**src/hw/rtl/i2c_mrt_pkg.sv**
```systemverilog
// ----------------------------------------------------------------------------
// I2C master register transfer: shared package
// Types, command and phase codes, and the address byte picker.
// ----------------------------------------------------------------------------
package i2c_mrt_pkg;

  // transaction phase
  localparam logic [1:0] PH_IDLE   = 2'd0;
  localparam logic [1:0] PH_ADDR   = 2'd1;
  localparam logic [1:0] PH_DATA   = 2'd2;
  localparam logic [1:0] PH_FINISH = 2'd3;

  // controller commands
  localparam logic [2:0] CMD_NONE        = 3'd0;
  localparam logic [2:0] CMD_SEND_START  = 3'd1;
  localparam logic [2:0] CMD_SEND_CONT   = 3'd2;
  localparam logic [2:0] CMD_SEND_FINISH = 3'd3;
  localparam logic [2:0] CMD_SINGLE_RECV = 3'd4;
  localparam logic [2:0] CMD_RECV_START  = 3'd5;
  localparam logic [2:0] CMD_RECV_CONT   = 3'd6;
  localparam logic [2:0] CMD_RECV_FINISH = 3'd7;

  // request kinds
  localparam logic REQ_START = 1'b0;
  localparam logic REQ_EVENT = 1'b1;

  // error codes
  localparam logic [1:0] ERR_NONE = 2'd0;

  // one input item
  typedef struct packed {
    logic        req_type;
    logic [6:0]  slave_addr;
    logic [31:0] mem_addr;
    logic [3:0]  addr_len;
    logic [15:0] data_size;
    logic        is_read;
    logic [7:0]  tx_byte;
    logic [7:0]  rx_byte;
    logic        int_pending;
    logic [1:0]  ctrl_error;
  } req_t;

  // sequencer state apart from the data position
  typedef struct packed {
    logic [1:0]  phase;
    logic        read_mode;
    logic [6:0]  slave_hold;
    logic [31:0] address_hold;
    logic [2:0]  address_count;
    logic [2:0]  address_pos;
    logic [15:0] size_hold;
  } state_t;

  // result fields apart from the buffer indices
  typedef struct packed {
    logic [2:0] command;
    logic       slave_set;
    logic       slave_read;
    logic [6:0] slave_out;
    logic       put_valid;
    logic [7:0] put_byte;
    logic       store_valid;
    logic [7:0] store_byte;
    logic       done_res;
    logic [1:0] result_error;
  } ctl_t;

  // address byte k of cnt, most significant first
  function automatic logic [7:0] addr_byte(logic [31:0] addr, logic [2:0] cnt,
                                           logic [2:0] k);
    logic [2:0] d;
    logic [7:0] b;
    d = cnt - 3'd1 - k;
    case (d[1:0])
      2'd0:    b = addr[7:0];
      2'd1:    b = addr[15:8];
      2'd2:    b = addr[23:16];
      default: b = addr[31:24];
    endcase
    return b;
  endfunction

endpackage

```
**src/hw/rtl/i2c_mrt_if.sv**
```systemverilog
// ----------------------------------------------------------------------------
// I2C master register transfer: channel interfaces
// Request channel and result channel, valid/ready handshake.
// ----------------------------------------------------------------------------
interface i2c_mrt_req_if;
  logic        valid;
  logic        ready;
  logic        req_type;
  logic [6:0]  slave_addr;
  logic [31:0] mem_addr;
  logic [3:0]  addr_len;
  logic [15:0] data_size;
  logic        is_read;
  logic [7:0]  tx_byte;
  logic [7:0]  rx_byte;
  logic        int_pending;
  logic [1:0]  ctrl_error;

  modport source (output valid, req_type, slave_addr, mem_addr, addr_len, data_size,
                  is_read, tx_byte, rx_byte, int_pending, ctrl_error,
                  input ready);
  modport sink (input valid, req_type, slave_addr, mem_addr, addr_len, data_size,
                is_read, tx_byte, rx_byte, int_pending, ctrl_error,
                output ready);
endinterface

interface i2c_mrt_res_if #(parameter int INDEX_BITS = 16);
  logic                  valid;
  logic                  ready;
  logic [2:0]            command;
  logic                  slave_set;
  logic                  slave_read;
  logic [6:0]            slave_out;
  logic                  put_valid;
  logic [7:0]            put_byte;
  logic                  store_valid;
  logic [INDEX_BITS-1:0] store_index;
  logic [7:0]            store_byte;
  logic [INDEX_BITS-1:0] next_index;
  logic                  done_res;
  logic [1:0]            result_error;

  modport source (output valid, command, slave_set, slave_read, slave_out, put_valid,
                  put_byte, store_valid, store_index, store_byte, next_index,
                  done_res, result_error,
                  input ready);
  modport sink (input valid, command, slave_set, slave_read, slave_out, put_valid,
                put_byte, store_valid, store_index, store_byte, next_index,
                done_res, result_error,
                output ready);
endinterface

```
**src/hw/rtl/i2c_master_register_transfer.sv**
```systemverilog
// ----------------------------------------------------------------------------
// I2C master register transfer
// Sequences one I2C master register read or write transaction, at most one
// controller command per event.
// ----------------------------------------------------------------------------
//  Channel | Dir | Carries
//  req     | in  | start request or controller event
//  res     | out | command, slave load, put byte, stored byte, done/error
//
// One item per cycle sustained while res is ready; each item is held in the input
// register, then passes through the step logic into the result register on res.
// A stalled res holds its result; the input register still takes one item.
// rst clears the phase, the holding state and both valid flags.
// ----------------------------------------------------------------------------
module i2c_master_register_transfer
  import i2c_mrt_pkg::*;
#(
  parameter int MAX_ADDR_BYTES = 4,
  parameter int INDEX_BITS     = 16
) (
  input  logic       clk,
  input  logic       rst,
  i2c_mrt_req_if.sink   req,
  i2c_mrt_res_if.source res
);

  req_t                  req_q;
  logic                  req_vld;
  logic                  adv;

  state_t                st;
  state_t                st_next;
  logic [INDEX_BITS-1:0] data_pos;
  logic [INDEX_BITS-1:0] data_pos_next;

  ctl_t                  ctl_next;
  logic [INDEX_BITS-1:0] store_index_next;
  logic [INDEX_BITS-1:0] next_index_next;

  ctl_t                  ctl;
  logic [INDEX_BITS-1:0] store_index;
  logic [INDEX_BITS-1:0] next_index;
  logic                  res_vld;

  // handshake: step when the result register is free or being drained
  assign adv       = req_vld && (!res_vld || res.ready);
  assign req.ready = !req_vld || adv;

  // input register
  always_ff @(posedge clk) begin
    if (rst) begin
      req_vld <= 1'b0;
    end else if (req.ready) begin
      req_vld <= req.valid;
    end
  end

  always_ff @(posedge clk) begin
    if (req.valid && req.ready) begin
      req_q <= '{req_type:    req.req_type,
                 slave_addr:  req.slave_addr,
                 mem_addr:    req.mem_addr,
                 addr_len:    req.addr_len,
                 data_size:   req.data_size,
                 is_read:     req.is_read,
                 tx_byte:     req.tx_byte,
                 rx_byte:     req.rx_byte,
                 int_pending: req.int_pending,
                 ctrl_error:  req.ctrl_error};
    end
  end

  // step logic
  i2c_mrt_step #(
    .MAX_ADDR_BYTES (MAX_ADDR_BYTES),
    .INDEX_BITS     (INDEX_BITS)
  ) u_step (
    .rq            (req_q),
    .st            (st),
    .data_pos      (data_pos),
    .st_next       (st_next),
    .data_pos_next (data_pos_next),
    .ctl           (ctl_next),
    .store_index   (store_index_next),
    .next_index    (next_index_next)
  );

  // sequencer state
  always_ff @(posedge clk) begin
    if (rst) begin
      st       <= '0;
      data_pos <= '0;
    end else if (adv) begin
      st       <= st_next;
      data_pos <= data_pos_next;
    end
  end

  // result register
  always_ff @(posedge clk) begin
    if (rst) begin
      res_vld <= 1'b0;
    end else if (adv) begin
      res_vld <= 1'b1;
    end else if (res.ready) begin
      res_vld <= 1'b0;
    end
  end

  always_ff @(posedge clk) begin
    if (adv) begin
      ctl         <= ctl_next;
      store_index <= store_index_next;
      next_index  <= next_index_next;
    end
  end

  assign res.valid        = res_vld;
  assign res.command      = ctl.command;
  assign res.slave_set    = ctl.slave_set;
  assign res.slave_read   = ctl.slave_read;
  assign res.slave_out    = ctl.slave_out;
  assign res.put_valid    = ctl.put_valid;
  assign res.put_byte     = ctl.put_byte;
  assign res.store_valid  = ctl.store_valid;
  assign res.store_index  = store_index;
  assign res.store_byte   = ctl.store_byte;
  assign res.next_index   = next_index;
  assign res.done_res     = ctl.done_res;
  assign res.result_error = ctl.result_error;

endmodule

```
**src/hw/rtl/i2c_mrt_step.sv**
```systemverilog
// ----------------------------------------------------------------------------
// I2C master register transfer: step logic
// Next state and result for one registered request against the current state.
// ----------------------------------------------------------------------------
module i2c_mrt_step
  import i2c_mrt_pkg::*;
#(
  parameter int MAX_ADDR_BYTES = 4,
  parameter int INDEX_BITS     = 16
) (
  input  req_t                  rq,
  input  state_t                st,
  input  logic [INDEX_BITS-1:0] data_pos,
  output state_t                st_next,
  output logic [INDEX_BITS-1:0] data_pos_next,
  output ctl_t                  ctl,
  output logic [INDEX_BITS-1:0] store_index,
  output logic [INDEX_BITS-1:0] next_index
);

  // compare width wide enough for the position plus one and the size
  localparam int CW = ((INDEX_BITS > 16) ? INDEX_BITS : 16) + 1;

  logic [2:0]            len;
  logic [INDEX_BITS-1:0] pos_inc;
  logic [CW-1:0]         pos_ext;
  logic [CW-1:0]         size_ext;
  logic                  do_data;

  // clamp the address length
  always_comb begin
    if (rq.addr_len > 4'(MAX_ADDR_BYTES)) begin
      len = 3'(MAX_ADDR_BYTES);
    end else begin
      len = rq.addr_len[2:0];
    end
  end

  assign pos_inc  = data_pos + INDEX_BITS'(1);
  assign pos_ext  = CW'(pos_inc);
  assign size_ext = CW'(st.size_hold);

  // sequencer
  always_comb begin
    st_next       = st;
    data_pos_next = data_pos;
    ctl           = '0;
    store_index   = '0;
    do_data       = 1'b0;

    if (rq.req_type == REQ_START) begin
      if (st.phase == PH_IDLE) begin
        if (rq.addr_len == 4'd0 || rq.data_size == 16'd0) begin
          ctl.done_res = 1'b1;
        end else begin
          st_next.slave_hold    = rq.slave_addr;
          st_next.address_hold  = rq.mem_addr;
          st_next.address_count = len;
          st_next.read_mode     = rq.is_read;
          st_next.size_hold     = rq.data_size;
          st_next.address_pos   = 3'd1;
          st_next.phase         = PH_ADDR;
          data_pos_next         = '0;
          ctl.slave_set         = 1'b1;
          ctl.slave_out         = rq.slave_addr;
          ctl.put_valid         = 1'b1;
          ctl.put_byte          = addr_byte(rq.mem_addr, len, 3'd0);
          ctl.command           = CMD_SEND_START;
        end
      end
    end else if (st.phase != PH_IDLE) begin
      if (rq.ctrl_error != ERR_NONE) begin
        st_next.phase    = PH_IDLE;
        ctl.done_res     = 1'b1;
        ctl.result_error = rq.ctrl_error;
      end else if (rq.int_pending) begin
        case (st.phase)
          PH_ADDR: begin
            if (st.address_pos < st.address_count) begin
              ctl.put_valid       = 1'b1;
              ctl.put_byte        = addr_byte(st.address_hold, st.address_count,
                                              st.address_pos);
              st_next.address_pos = st.address_pos + 3'd1;
              ctl.command         = CMD_SEND_CONT;
            end else begin
              st_next.phase = PH_DATA;
              if (st.read_mode) begin
                // repeated start with read
                ctl.slave_set  = 1'b1;
                ctl.slave_read = 1'b1;
                ctl.slave_out  = st.slave_hold;
                if (st.size_hold == 16'd1) begin
                  st_next.phase = PH_FINISH;
                  ctl.command   = CMD_SINGLE_RECV;
                end else begin
                  ctl.command = CMD_RECV_START;
                end
              end else begin
                do_data = 1'b1;
              end
            end
          end
          PH_DATA: begin
            do_data = 1'b1;
          end
          default: begin
            // last event of the transfer
            if (st.read_mode) begin
              ctl.store_valid = 1'b1;
              store_index     = data_pos;
              ctl.store_byte  = rq.rx_byte;
            end
            st_next.phase = PH_IDLE;
            ctl.done_res  = 1'b1;
          end
        endcase

        if (do_data) begin
          data_pos_next = pos_inc;
          if (st.read_mode) begin
            ctl.store_valid = 1'b1;
            store_index     = data_pos;
            ctl.store_byte  = rq.rx_byte;
            if (pos_ext + CW'(1) < size_ext) begin
              ctl.command = CMD_RECV_CONT;
            end else begin
              st_next.phase = PH_FINISH;
              ctl.command   = CMD_RECV_FINISH;
            end
          end else begin
            ctl.put_valid = 1'b1;
            ctl.put_byte  = rq.tx_byte;
            if (pos_ext < size_ext) begin
              ctl.command = CMD_SEND_CONT;
            end else begin
              st_next.phase = PH_FINISH;
              ctl.command   = CMD_SEND_FINISH;
            end
          end
        end
      end
    end

    next_index = (st_next.phase != PH_IDLE) ? data_pos_next : '0;
  end

endmodule

```
**src/flat_wrapper.sv**
```systemverilog
// flat-port wrapper written by rule: the top's interface ports become plain ports
module i2c_master_register_transfer_flat import i2c_mrt_pkg::*;
#(
  parameter int MAX_ADDR_BYTES = 4,
  parameter int INDEX_BITS     = 16
)
  (clk, rst, req_valid, req_req_type, req_slave_addr, req_mem_addr, req_addr_len, req_data_size, req_is_read, req_tx_byte, req_rx_byte, req_int_pending, req_ctrl_error, req_ready, res_valid, res_command, res_slave_set, res_slave_read, res_slave_out, res_put_valid, res_put_byte, res_store_valid, res_store_index, res_store_byte, res_next_index, res_done_res, res_result_error, res_ready);
  i2c_mrt_req_if req_i ();
  i2c_mrt_res_if #(.INDEX_BITS(INDEX_BITS)) res_i ();
  input  logic clk;
  input  logic rst;
  input wire logic [$bits(req_i.valid)-1:0] req_valid;
  input wire logic [$bits(req_i.req_type)-1:0] req_req_type;
  input wire logic [$bits(req_i.slave_addr)-1:0] req_slave_addr;
  input wire logic [$bits(req_i.mem_addr)-1:0] req_mem_addr;
  input wire logic [$bits(req_i.addr_len)-1:0] req_addr_len;
  input wire logic [$bits(req_i.data_size)-1:0] req_data_size;
  input wire logic [$bits(req_i.is_read)-1:0] req_is_read;
  input wire logic [$bits(req_i.tx_byte)-1:0] req_tx_byte;
  input wire logic [$bits(req_i.rx_byte)-1:0] req_rx_byte;
  input wire logic [$bits(req_i.int_pending)-1:0] req_int_pending;
  input wire logic [$bits(req_i.ctrl_error)-1:0] req_ctrl_error;
  output wire logic [$bits(req_i.ready)-1:0] req_ready;
  output wire logic [$bits(res_i.valid)-1:0] res_valid;
  output wire logic [$bits(res_i.command)-1:0] res_command;
  output wire logic [$bits(res_i.slave_set)-1:0] res_slave_set;
  output wire logic [$bits(res_i.slave_read)-1:0] res_slave_read;
  output wire logic [$bits(res_i.slave_out)-1:0] res_slave_out;
  output wire logic [$bits(res_i.put_valid)-1:0] res_put_valid;
  output wire logic [$bits(res_i.put_byte)-1:0] res_put_byte;
  output wire logic [$bits(res_i.store_valid)-1:0] res_store_valid;
  output wire logic [$bits(res_i.store_index)-1:0] res_store_index;
  output wire logic [$bits(res_i.store_byte)-1:0] res_store_byte;
  output wire logic [$bits(res_i.next_index)-1:0] res_next_index;
  output wire logic [$bits(res_i.done_res)-1:0] res_done_res;
  output wire logic [$bits(res_i.result_error)-1:0] res_result_error;
  input wire logic [$bits(res_i.ready)-1:0] res_ready;
  assign req_i.valid = req_valid;
  assign req_i.req_type = req_req_type;
  assign req_i.slave_addr = req_slave_addr;
  assign req_i.mem_addr = req_mem_addr;
  assign req_i.addr_len = req_addr_len;
  assign req_i.data_size = req_data_size;
  assign req_i.is_read = req_is_read;
  assign req_i.tx_byte = req_tx_byte;
  assign req_i.rx_byte = req_rx_byte;
  assign req_i.int_pending = req_int_pending;
  assign req_i.ctrl_error = req_ctrl_error;
  assign req_ready = req_i.ready;
  assign res_valid = res_i.valid;
  assign res_command = res_i.command;
  assign res_slave_set = res_i.slave_set;
  assign res_slave_read = res_i.slave_read;
  assign res_slave_out = res_i.slave_out;
  assign res_put_valid = res_i.put_valid;
  assign res_put_byte = res_i.put_byte;
  assign res_store_valid = res_i.store_valid;
  assign res_store_index = res_i.store_index;
  assign res_store_byte = res_i.store_byte;
  assign res_next_index = res_i.next_index;
  assign res_done_res = res_i.done_res;
  assign res_result_error = res_i.result_error;
  assign res_i.ready = res_ready;
  i2c_master_register_transfer #(.MAX_ADDR_BYTES(MAX_ADDR_BYTES), .INDEX_BITS(INDEX_BITS)) u_core (.clk(clk), .rst(rst), .req(req_i), .res(res_i));
endmodule
```
**config.mk**
```make
export PLATFORM = sky130hd
export DESIGN_NAME = i2c_master_register_transfer_flat
export DESIGN_NICKNAME = d
export VERILOG_FILES = /design/src/hw/rtl/i2c_mrt_pkg.sv /design/src/hw/rtl/i2c_mrt_if.sv /design/src/hw/rtl/i2c_master_register_transfer.sv /design/src/hw/rtl/i2c_mrt_step.sv /design/src/flat_wrapper.sv
export SDC_FILE = /design/constraint.sdc
export NUM_CORES = 1
export LEC_CHECK = 0
export BUFFER_PORTS_ARGS = -buffer_cell sky130_fd_sc_hd__buf_4
export CAP_MARGIN = 20
export CORE_MARGIN = 2
export CORE_UTILIZATION = 30
export CTS_BUF_LIST = sky130_fd_sc_hd__clkbuf_8
export CTS_CLUSTER_DIAMETER = 40
export CTS_CLUSTER_SIZE = 40
export DETAILED_ROUTE_END_ITERATION = 16
export PLACE_DENSITY_LB_ADDON = 0.15
export SKIP_LAST_GASP = 1
export SLEW_MARGIN = 10
export SYNTH_ARGS = -nofsm -noshare
export SYNTH_HDL_FRONTEND = slang
export SYNTH_SLANG_ARGS = --single-unit
```
**constraint.sdc**
```tcl
create_clock -name clk -period 3.9 [get_ports clk]
set_input_delay 0 -clock clk [delete_from_list [all_inputs] [get_ports clk]]
set_output_delay 0 -clock clk [all_outputs]
set_load 0.01 [all_outputs]
```
=== Yosys cells after proc, flatten, opt, wreduce, memory -nomap -nowiden ===
Index checks and enable logic that the tools add are counted.

* Flip-flop bits (word level): 227
* Output and inout port bits: 67
* Word-level logic and storage cells: 161

* $add $sub $neg: 6
* Order comparisons: 4
* Equal/unequal tests: 13
* Mux-type cells: 78
* Bitwise operators: 5
* Reduce and logical (&&, ||, !) cells: 23

{| class="wikitable"
|+ Operator list
! operator !! count
|-
| $mux 16 || 14
|-
| $mux 64 || 2
|-
| $mux 12 || 7
|-
| $pmux 8 s3 || 2
|-
| $mux 9 || 5
|-
| $mux 33 || 1
|-
| $mux 31 || 1
|-
| $mux 3 || 10
|-
| $mux 30 || 1
|-
| $mux 2 || 12
|-
| $mux 21 || 1
|-
| $mux 18 || 1
|-
| $add 16x1->17 const B || 1
|-
| $lt 17x16->1 || 1
|-
| $mux 1 || 17
|-
| $add 16x1->16 const B || 1
|-
| $eq 16x1->1 const B || 1
|-
| $logic_not 16->1 || 1
|-
| $lt 16x16->1 || 1
|-
| $mux 10 || 1
|-
| $ne 2x2->1 const B || 5
|-
| $reduce_bool 2->1 || 5
|-
| $reduce_and 8->1 || 1
|-
| $eq 2x1->1 const B || 3
|-
| other kinds (21) || 34
|}

=== Longest topological paths before layout ===
Gate-level depths: netlist (run 1).

* Depth in word-level cells: 17
* Gate-level depth with buffers: 20
* Depth with buffers taken out: 18

=== Hierarchy ===
Synthesis (run 1) repeated with hierarchy kept, for this count alone.

* Cell total of the unflattened synthesis: 1,203
* Area total of the unflattened synthesis: 12,346.8 µm²

{| class="wikitable"
|+ Modules (own cells, without submodules)
! module !! instances !! cells each !! area each (µm²)
|-
| i2c_master_register_transfer || 1 || 502 || 8,106.5
|-
| i2c_mrt_step || 1 || 701 || 4,240.3
|}

=== Least setup slack after synthesis (run 1) ===
Ideal clock, no wire load.

* Kind: register -> register
* From: register u_core.res_vld, in the netlist u_core.res.valid
* To: register u_core.data_pos[12]
* Library setup time: 0.132 ns
* Arrival: 3.864 ns
* Required time: 3.768 ns
* Path slack: -0.096 ns
* Stages on the path, launching flop included: 9
* Period minus slack after synthesis: 3.996 ns
* Cells stage by stage: dfxtp_1 -> nor2b_1 -> nand2b_1 -> clkbuf_1 -> inv_1 -> clkbuf_1 -> o21ai_1 -> o21ai_0 -> a21oi_1

* Cells in the longest elaborated chain, start to end: 3

{| class="wikitable"
|+ Ends and longest elaborated chain
! item !! RTL line !! RTL
|-
| start, declared || i2c_master_register_transfer.sv:43 || <nowiki>logic res_vld;</nowiki>
|-
| start signal, assigned || i2c_master_register_transfer.sv:102 || <nowiki>res_vld <= 1'b0;</nowiki>
|-
| start signal, assigned || i2c_master_register_transfer.sv:104 || <nowiki>res_vld <= 1'b1;</nowiki>
|-
| start signal, assigned || i2c_master_register_transfer.sv:106 || <nowiki>res_vld <= 1'b0;</nowiki>
|-
| $logic_not 1->1 || i2c_master_register_transfer.sv:46 || <nowiki>assign adv = req_vld && (!res_vld || res.ready);</nowiki>
|-
| $logic_or 1x1->1 || i2c_master_register_transfer.sv:46 ||
|-
| $logic_and 1x1->1 || i2c_master_register_transfer.sv:46 ||
|-
| net u_core.adv || i2c_master_register_transfer.sv:29 || <nowiki>logic adv;</nowiki>
|-
| end signal, assigned || i2c_master_register_transfer.sv:95 || <nowiki>data_pos <= data_pos_next;</nowiki>
|-
| end, declared || i2c_master_register_transfer.sv:33 || <nowiki>logic [INDEX_BITS-1:0] data_pos;</nowiki>
|}

The timed path passes the listed nets, and every way through them passes these cells.
A chain may end at the register's enable or synchronous reset.

=== Worst setup path in the final report (run 1) ===
* From: register u_core.data_pos[0]
* To: register u_core.next_index[0], in the netlist u_core.res.next_index[0] (data pin)

* Cells in the longest elaborated chain, start to end: 11
* Elaborated cells between the ends (all ways): 20

{| class="wikitable"
|+ Ends and longest elaborated chain
! item !! RTL line !! RTL
|-
| $add 16x1->16 || i2c_mrt_step.sv:39 || <nowiki>assign pos_inc = data_pos + INDEX_BITS'(1);</nowiki>
|-
| $add 16x1->17 || i2c_mrt_step.sv:124 || <nowiki>if (pos_ext + CW'(1) < size_ext) begin</nowiki>
|-
| $lt 17x16->1 || i2c_mrt_step.sv:124 ||
|-
| $mux 2 || i2c_mrt_step.sv:124 ||
|-
| $mux 2 || i2c_mrt_step.sv:120 || <nowiki>if (st.read_mode) begin</nowiki>
|-
| $mux 2 || i2c_mrt_step.sv:118 || <nowiki>if (do_data) begin</nowiki>
|-
| $mux 2 || i2c_mrt_step.sv:76 || <nowiki>end else if (rq.int_pending) begin</nowiki>
|-
| $mux 2 || i2c_mrt_step.sv:72 || <nowiki>if (rq.ctrl_error != ERR_NONE) begin</nowiki>
|-
| $mux 2 || i2c_mrt_step.sv:71 || <nowiki>end else if (st.phase != PH_IDLE) begin</nowiki>
|-
| $mux 2 || i2c_mrt_step.sv:51 || <nowiki>if (rq.req_type == REQ_START) begin</nowiki>
|-
| $reduce_bool 2->1 || i2c_mrt_step.sv:144 || <nowiki>next_index = (st_next.phase != PH_IDLE) ? data_pos_next : '0;</nowiki>
|-
| end signal, assigned || i2c_master_register_transfer.sv:114 || <nowiki>next_index <= next_index_next;</nowiki>
|-
| end, declared || i2c_master_register_transfer.sv:42 || <nowiki>logic [INDEX_BITS-1:0] next_index;</nowiki>
|}

Several ways; a longest one is shown, not always the timed one.

==> results of run 1 <==
==> report_power, final <==
group	total [W]	leakage (nW)	internal (W)	switching [W]
logic	0.000479	3.01	0.000238	0.000241
registers	0.00272	2.05	0.00267	0.0000511
clock network	0.00283	0.542	0.00170	0.00113
==> cells by family (layout without fill, tap and decap cells) <==
family	Yosys count	in the layout	synth area share, %
AND/OR/NAND/NOR	351	351	16.29
flip-flops	227	227	56.85
XOR/XNOR	41	41	3.405
adder cells (fa/ha/maj)	39	39	4.627
AO/OA/AOI/OAI	210	210	12.46
buffers and inverters	89	423	3.808
multiplexers	17	17	2.563
other	0	2	0
==> cell type report <==
type / instances / area share (%)
antenna: 2 / 0.03405
clock buffer: 44 / 4.120
clock inverter: 32 / 3.081
inverter: 34 / 0.8767
multi-input combinational: 658 / 29.25
sequential: 227 / 40.82
tap: 455 / 3.873
timing repair buffer: 313 / 17.95
==> critical path, stage by stage, from the launching register on <==
cell	delay, ps
dfxtp_2	340
ha_4	170
nand3b_1	200
buf_4	160
buf_4	120
buf_4	140
nor3b_2	210
a211oi_2	130
nor3_4	220
xor2_1	180
ha_1	280
a21oi_1	180
o21ai_2	90
a211o_1	270
a221oi_4	350
a31oi_4	140
buf_4	150
buf_4	130
nor2_2	130
a31oi_1	110
==> state kept, by name (all words and copies together) (netlist names) <==
signal,count
u_core.data_pos,16
u_core.req_q,80
u_core.req_vld,1
u_core.res.command,3
u_core.res.done_res,1
u_core.res.next_index,16
u_core.res.put_byte,8
u_core.res.put_valid,1
u_core.res.result_error,2
u_core.res.slave_out,7
u_core.res.slave_read,1
u_core.res.slave_set,1
u_core.res.store_byte,8
u_core.res.store_index,16
u_core.res.store_valid,1
u_core.res.valid,1
u_core.st,64
==> synthesized netlist by cell type (all sizes together) (12+ instances only) <==
cell,n
o21ai,22
clkbuf,34
and2,30
inv,34
ha,39
xnor2,20
nand2,150
xor2,21
nand2b,13
a22oi,16
nand3,15
dfxtp,82
nor2,79
a21oi,103
nor4,12
nor3,16
buf,21
edfxtp,145
o22ai,17
==> path summary, 6_finish.rpt <==
kind | startpoint | endpoint | slack [ps] | depth (start not counted)
worst max-delay path | u_core.data_pos[0] | u_core.res.next_index[0] | -80 | 19
worst min-delay path | rst | u_core.data_pos[11] | 40 | 2
worst max register to register | u_core.data_pos[0] | u_core.res.next_index[0] | -80 | 19
worst min register to register | u_core.st[50] | u_core.st[50] | 450 | 2
==> repair_timing <==
item | in CTS | in global routing
gates resized for setup | 30 | 6
setup endpoints to repair | 17 | 17
hold buffers | 83 | 0
gates cloned | 1 | 0
pin swaps | 20 | 10
buffers inserted | 7 | 0
endpoints found under the hold margin | 82 | 0
==> through the flow <==
stage	setup TNS, ps	hold slack (ps)	util (%)
global route	-3961	68.74	42.56
CTS	-367.7	61.52	42.47
floorplan	0	98.87	-
finish	-559.0	35.34	42.56
global placement	-736.0	178.3	36.37
detailed placement	-1800	179.3	36.37
==> per-layer routing <==
layer | vias to the layer above | share of wire, % | GRT usage [%]
met5 | - | 0 | 0
met4 | 0 | 1.9 | 4.379
met3 | 46 | 5.4 | 2.864
met2 | 226 | 46 | 25.05
met1 | 3835 | 47 | 21.72
li1 | 4119 | - | -
==> flow_metrics.tcl, run 1 <==
set metrics [dict create \
    grt_max_degree 83 \
    finalSetupViolations 16 \
    core_sq_um 34540 \
    report.final.slew_viol_count 0 \
    worstMarginPinSlew_ps 1078 \
    p_per_area_nw_per_um2 410.4 \
    dp_slack_ps -145.9 \
    cp-start-kind "register" \
    synthTopCellsByArea "edfxtp_1 41%, dfxtp_1 16%, nand2_1 5.3%" \
    ctsRootBufferMaster "clkbuf_8" \
    grt_setup_unrepaired "yes" \
    viasPerCell 4.661 \
    place_area_sq_um 12560 \
    drive_gt1_share_pct 27.91 \
    final.min_clock_period_ps 3976 \
    nFillCells 3405 \
    timing_hold_violations_final 0 \
    worstSetupPathType "register to register" \
    grt_pass1_wl_mm 44.93 \
    ys_seq_area_share_pct 56.85 \
    syn_inst 974 \
    netlist_area_sq_um 10550 \
    rows 68 \
    p_leak_nw 5.602 \
    multi_input_area_sq_um 4299 \
    post-dp-hpwl_mm 19.49 \
    numCtsBuffers 41 \
    io_pins 151 \
    synth-seq-cells 227 \
    first_pass_iters 5 \
    synthDistinctLibCells 66 \
    drc 0 \
    vdd_drop_max_v 0.0002665 \
    worst-endpoint-arrival_ps 4260 \
    required_ps 4180 \
    cts_sinks 227 \
    max_slew_margin_pct 27.64 \
    instances_no_fill 1765 \
    cts_tree "built" \
    die_area_sq_um 36670 \
    synthArstFlopShare_pct 0 \
    routabilityCongestion 0.8541 \
    drt_wl_total_mm 28.82 \
    final_common_cell "buf_4" \
    final_antenna_net_count 0 \
    worst_slack_ps -76.08 \
    synth-main-ff-cell "edfxtp_1" \
    syn_area_per_cell_sq_um 10.83 \
    io_buffers 150 \
    grt.total_usage_pct 15.69 \
    synth-edff-count 145 \
    holdCritPathClass "primary input to register" \
    yosys.area.top_type "edfxtp_1" \
    routedWlPerCell_um 16.33 \
    grt_pass1_vias 8071 \
    final_cell_mix "222 x buf_4, 147 x nand2_1, 145 x edfxtp_1" \
    violations "setup timing" \
    clock_path_buffers 3 \
    grt_overflow_total 0 \
    synth_top_area_share_pct 41.29 \
    synth_warnings 0 \
    die_h_um 191.5 \
    max_cap_viol_count 0 \
    place_inst 1596 \
    initial_core_util_pct 30.53 \
    nNetsFinal 1398 \
    final_area_sq_um 14700 \
    cp-end-kind "register" \
    die_width_um 191.5 \
    final.period_utilization_pct 102.0 \
    antenna_found_initial 2 \
    status "complete, but fails checks" \
    vias 8226 \
    area_delta_synth_final_pct 39.39 \
    htreeDepth 2 \
    skew_ps 44.35 \
    clock_latency_ps 570 \
    first_iter_violations 428 \
    final-seq-area_sq_um 6001 \
    p_total_w 0.006033 \
    fmax_mhz 251.5 \
    syn-num-nets 1097 \
    clk_pin_slew_worst_paths_ps 70 \
    worstPathMaxFanout 6 \
]
(Power assumes the default switching activity.)
==> inputs of run 2 (changes only) <==
MAX_ROUTING_LAYER = met4   (was unset)
PLACE_DENSITY = 0.6   (was unset)
PLACE_DENSITY_LB_ADDON = unset   (was 0.15)
==> flow_metrics.tcl, run 2 (synthesis results as in run 1) <==
set metrics [dict create \
    p_per_area_nw_per_um2 395.0 \
    ctsRootBufferMaster "clkbuf_8" \
    cp-endpoint "u_core.res.next_index[14]" \
    first_pass_iters 5 \
    final_cell_mix "227 x buf_4, 147 x nand2_1, 145 x edfxtp_1" \
    reg2reg_from "u_core.data_pos[0]" \
    vdd_drop_max_v 0.0002701 \
    worstMarginPinSlew_ps 995.2 \
    die_h_um 191.5 \
    reg2reg_to "u_core.res.next_index[14]" \
    grt_setup_unrepaired "yes" \
    grt_overflow_total 0 \
    intPower_w 0.004301 \
    worstSetupPathType "register to register" \
    htreeDepth 2 \
    place_area_sq_um 12580 \
    cp-start-kind "register" \
    max_cap_viol_count 0 \
    grt_pass1_wl_mm 45.38 \
    grt.total_usage_pct 16.39 \
    top_layer "met4" \
    nNetsFinal 1401 \
    cts_sinks 227 \
    nFillCells 3364 \
    finalSetupViolations 0 \
    report.final.slew_viol_count 0 \
    worst-endpoint-arrival_ps 4180 \
    die_width_um 191.5 \
    area_delta_synth_final_pct 38.31 \
    instances_no_fill 1764 \
    clk_pin_slew_worst_paths_ps 80 \
    rr_worst_depth 17 \
    io_buffers 150 \
    final.min_clock_period_ps 3889 \
    largest_reg_flops 80 \
    seqPwrFrac_pct 47.2 \
    skew_ps 42.24 \
    routedWlPerCell_um 16.48 \
    final_area_sq_um 14590 \
    pwr-share-clk_pct 44.6 \
    drive_gt1_share_pct 28.19 \
    grt_pass1_vias 8335 \
    final_antenna_net_count 0 \
    routabilityCongestion 0.8630 \
    diodes 0 \
    die_area_sq_um 36670 \
    final_common_cell "buf_4" \
    setup_tns_ps 0 \
    io_pins 151 \
    p_sw_w 0.001461 \
    p_total_w 0.005762 \
    grt_max_degree 83 \
    route.met2.wl_mm 13.64 \
    timing_hold_violations_final 0 \
    drt_wl_total_mm 29.07 \
    max_slew_margin_pct 33.66 \
    p_leak_nw 5.546 \
    required_ps 4190 \
    viasPerCell 4.674 \
    vias 8245 \
    post-dp-hpwl_mm 19.23 \
    cp-end-kind "register" \
    core_sq_um 34540 \
    reg_top3 "u_core.req_q: 80 flops, u_core.st: 64 flops" \
    initial_core_util_pct 30.53 \
    rows 68 \
    switching_share_pct 25.36 \
    holdCritPathClass "primary input to register" \
    top_register "u_core.req_q" \
    place_inst 1602 \
    r2r_slack_ps 10 \
    worstPathMaxFanout 7 \
    drc 0 \
    antenna_found_initial 0 \
    combPwrFrac_pct 8.3 \
    clock_path_buffers 3 \
    final.period_utilization_pct 99.71 \
    clock_latency_ps 580 \
    wl_met1_mm 13.36 \
    numCtsBuffers 39 \
    met3_length_mm 1.309 \
    status "finished clean" \
    startpoint "u_core.data_pos[0]" \
    fmax_mhz 257.2 \
    first_iter_violations 416 \
    hold-path-cell-count 2 \
    cts_tree "built" \
]
-- run 2: per-stage QoR --
stage	utilization, %	hold slack (ps)	setup WS, ps
detailed placement	36.43	179.4	-134.8
CTS	42.07	51.82	-60.90
global placement	36.43	178.7	-11.66
global route	42.23	88.96	-204.7
finish	42.23	79.64	11.39
floorplan	-	98.87	18.21
-- run 2: worst min-delay path by stage --
| stage | end | start | slack [ps] |
|---|---|---|---|
| 6_report | u_core.st[36] | rst | 80 |
| 5_1_grt | u_core.st[50] | rst | 90 |
| 2_1_floorplan | u_core.req_q[0] | req_ctrl_error[0] | 100 |
| 3_5_place_dp | u_core.req_q[26] | req_data_size[6] | 180 |
| 4_1_cts | u_core.st[63] | rst | 50 |
| 3_3_place_gp | u_core.req_q[10] | req_rx_byte[7] | 180 |
-- run 2: timing repair --
| item | CTS | global route |
|---|---|---|
| pin swaps | 22 | 17 |
| setup buffers | 6 | 2 |
| hold buffers | 83 | 0 |
| setup endpoints to repair | 18 | 18 |
| gates cloned | 1 | 0 |
| hold endpoints to repair | 82 | 0 |
| resized for setup | 27 | 21 |
-- run 2: per-layer routing --
layer  vias up  track usage [%]
li1       4112                -
met1      3877            21.34
met2       205            25.87
met5         -                -
met4         0            5.444
met3        51            2.791
-- run 2: layout make-up --
| class | instances | area, sq um | share of cell area (%) |
|---|---|---|---|
| flip-flops and latches | 227 | 6003 | 41.16 |
| multi-input cells | 658 | 4320 | 29.62 |
| repair buffers | 318 | 2634 | 18.06 |
| well taps | 455 | 569.3 | 3.903 |
| clock buffers | 41 | 564.3 | 3.869 |
| clock inverters | 31 | 366.6 | 2.513 |
| inverters | 34 | 128.9 | 0.8835 |
-- run 2: power groups by stage --
| stage | registers [W] | logic [W] | clock network (W) |
|---|---|---|---|
| 2_1_floorplan | 0.00277 | 0.000193 | 0 |
| 3_3_place_gp | 0.00277 | 0.000401 | 0 |
| 3_5_place_dp | 0.00277 | 0.000408 | 0 |
| 4_1_cts | 0.00272 | 0.000484 | 0.00264 |
| 5_1_grt | 0.00273 | 0.000520 | 0.00276 |
| 6_report | 0.00272 | 0.000475 | 0.00257 |
-- run 2: critical path, cell delays in order, from the launching register on --
cell and delay [ps]:
dfxtp_4 360, ha_4 160, nand3b_1 200, nor4b_2 240, nor3_1 90, or3b_4 440
buf_6 140, nor2_4 70, xor2_1 150, ha_1 280, a21oi_2 160, o21ai_2 80
a211o_1 300, a221oi_4 340, a31oi_4 150, nor3_4 180, buf_6 210, a211oi_2 60
==> inputs of run 3 (changes only) <==
CELL_PAD_IN_SITES_DETAIL_PLACEMENT = 1   (was unset)
CELL_PAD_IN_SITES_GLOBAL_PLACEMENT = 2   (was unset)
PLACE_DENSITY = 0.8   (was 0.6)
==> flow_metrics.tcl, run 3 (synthesis results as in run 1) <==
set metrics [dict create \
    cp_cell_sequence "ha_4 -> nand3b_1 -> nor4b_2 -> nor3_2 -> or3b_4 -> buf_6 -> nor2_4 -> xor2_1 -> ha_1 -> a21oi_2 -> o21ai_2 -> a211o_1 -> a221oi_4 -> a31oi_4 -> nor3_4 -> buf_6 -> a211oi_2" \
    critical_path.slowest_cell "or3b_4" \
    routabilityCongestion 0.8347 \
    required_ps 4180 \
    grt_overflow_total 0 \
    p_per_area_nw_per_um2 372.0 \
    viasPerCell 4.798 \
    timing_hold_violations_final 0 \
    htreeDepth 2 \
    top_register "u_core.req_q" \
    cts_sinks 227 \
    grt_setup_unrepaired "yes" \
    final_area_sq_um 14370 \
    cpPeakStageDelay_ps 440 \
    rr_worst_depth 17 \
    violations "setup timing" \
    reg2reg_from "u_core.data_pos[1]" \
    fmax_mhz 254.6 \
    fin_util_pct 41.59 \
    grt_max_degree 83 \
    nNetsFinal 1394 \
    nFillCells 3879 \
    die_width_um 191.5 \
    max_cap_viol_count 0 \
    final.min_clock_period_ps 3927 \
    clk_pin_slew_worst_paths_ps 70 \
    worst-endpoint-arrival_ps 4210 \
    r2r_slack_ps -30 \
    final_antenna_net_count 0 \
    die_h_um 191.5 \
    cp-start-kind "register" \
    intPower_w 0.004018 \
    vias 8430 \
    min_to "u_core.data_pos[14]" \
    first_pass_iters 6 \
    min_from "rst" \
    final_cell_mix "222 x buf_4, 147 x nand2_1, 145 x edfxtp_1" \
    ctsRootBufferMaster "clkbuf_8" \
    reg_top3 "u_core.req_q: 80 flops, u_core.st: 64 flops" \
    antenna_found_initial 2 \
    cts_tree "built" \
    worstSetupPathType "register to register" \
    core_sq_um 34540 \
    final_common_cell "buf_4" \
    final.period_utilization_pct 100.7 \
    io_buffers 150 \
    pwr-share-clk_pct 40.1 \
    skew_ps 35.91 \
    drive_gt1_share_pct 27.38 \
    finalSetupViolations 11 \
    p_leak_nw 5.432 \
    first_iter_violations 419 \
    dp_slack_ps -235.9 \
    worstMarginPinSlew_ps 962.4 \
    reg2reg_to "u_core.res.next_index[1]" \
    routedWlPerCell_um 17.59 \
    io_pins 151 \
    vdd_drop_max_v 0.0002506 \
    combPwrFrac_pct 8.9 \
    worstPathMaxFanout 7 \
    p_sw_w 0.001327 \
    drt_wl_total_mm 30.91 \
    grt_pass1_wl_mm 48.66 \
    crit_top_cell "buf_6" \
    seqPwrFrac_pct 50.9 \
    holdCritPathClass "primary input to register" \
    place_area_sq_um 12480 \
    report.final.slew_viol_count 0 \
    drc 0 \
    worst_slack_ps -27.04 \
    grt.total_usage_pct 17.37 \
    max_slew_margin_pct 35.84 \
    clock_latency_ps 550 \
    die_area_sq_um 36670 \
    numCtsBuffers 38 \
    cp-end-kind "register" \
    largest_reg_flops 80 \
    initial_core_util_pct 30.53 \
    switching_share_pct 24.83 \
    status "complete, but fails checks" \
    clock_path_buffers 3 \
    area_delta_synth_final_pct 36.23 \
    post-dp-hpwl_mm 20.90 \
    hold-path-cell-count 2 \
    grt_pass1_vias 8913 \
    rows 68 \
]
## run 3: worst max-delay path by stage
| stage | startpoint | to | slack (ps) | depth (start not counted) |
|---|---|---|---|---|
| CTS | u_core.data_pos[1] | u_core.res.next_index[1] | -50 | 19 |
| finish | u_core.data_pos[1] | u_core.res.next_index[1] | -30 | 17 |
| detailed placement | u_core.data_pos[0] | u_core.res.next_index[0] | -240 | 16 |
| global route | u_core.data_pos[0] | u_core.res.next_index[1] | -200 | 19 |
| floorplan | u_core.data_pos[0] | u_core.res.next_index[13] | 20 | 18 |
| global placement | u_core.data_pos[0] | u_core.res.next_index[14] | -40 | 17 |
## run 3: stage by stage
step	setup TNS, ps	hold WS, ps	std cells	power (W)
floorplan	0	98.87	974	0.002967
global route	-2978	92.33	1757	0.005581
finish	-175.7	88.40	1757	0.005345
CTS	-641.3	55.63	1752	0.005437
detailed placement	-2978	179.3	1587	0.003183
global placement	-330.5	178.8	1587	0.003171
## run 3: power groups by stage
| stage | clock network (W) | registers [W] | logic (W) |
|---|---|---|---|
| 2_1_floorplan | 0 | 0.00277 | 0.000193 |
| 3_3_place_gp | 0 | 0.00277 | 0.000399 |
| 3_5_place_dp | 0 | 0.00277 | 0.000408 |
| 4_1_cts | 0.00223 | 0.00272 | 0.000484 |
| 5_1_grt | 0.00233 | 0.00273 | 0.000522 |
| 6_report | 0.00215 | 0.00272 | 0.000476 |
## run 3: routing by layer
layer | track usage, % | routed length, um | vias up
li1 | - | - | 4083
met1 | 21.92 | 13990 | 4059
met2 | 28.87 | 14940 | 221
met3 | 2.937 | 1325 | 67
met4 | 4.527 | 658 | 0
met5 | - | 0 | -
## run 3: layout make-up
type / instances / area, sq um / area share, %
inverters: 34 / 128.9 / 0.8970
clock buffers: 40 / 550.5 / 3.832
well taps: 455 / 569.3 / 3.962
flip-flops and latches: 227 / 6005 / 41.79
clock inverters: 29 / 212.7 / 1.480
multi-input cells: 658 / 4312 / 30.01
diodes: 2 / 5.005 / 0.03483
repair buffers: 312 / 2585 / 17.99
## run 3: worst max-delay path: cells and delay by family (launching register included)
kind / cells / cell delay, ps
simple gates: 6 / 1230
compound gates: 6 / 1110
fa+ha+maj: 2 / 450
flops: 1 / 360
buf+inv: 2 / 340
xor+xnor: 1 / 180
## run 3: what timing repair did
action,CTS,global route
buffers inserted,12,6
gates cloned,1,0
hold buffers,83,0
endpoints found under the hold margin,82,0
pin swaps,14,22
setup endpoints to repair,17,18
resized for setup,23,20
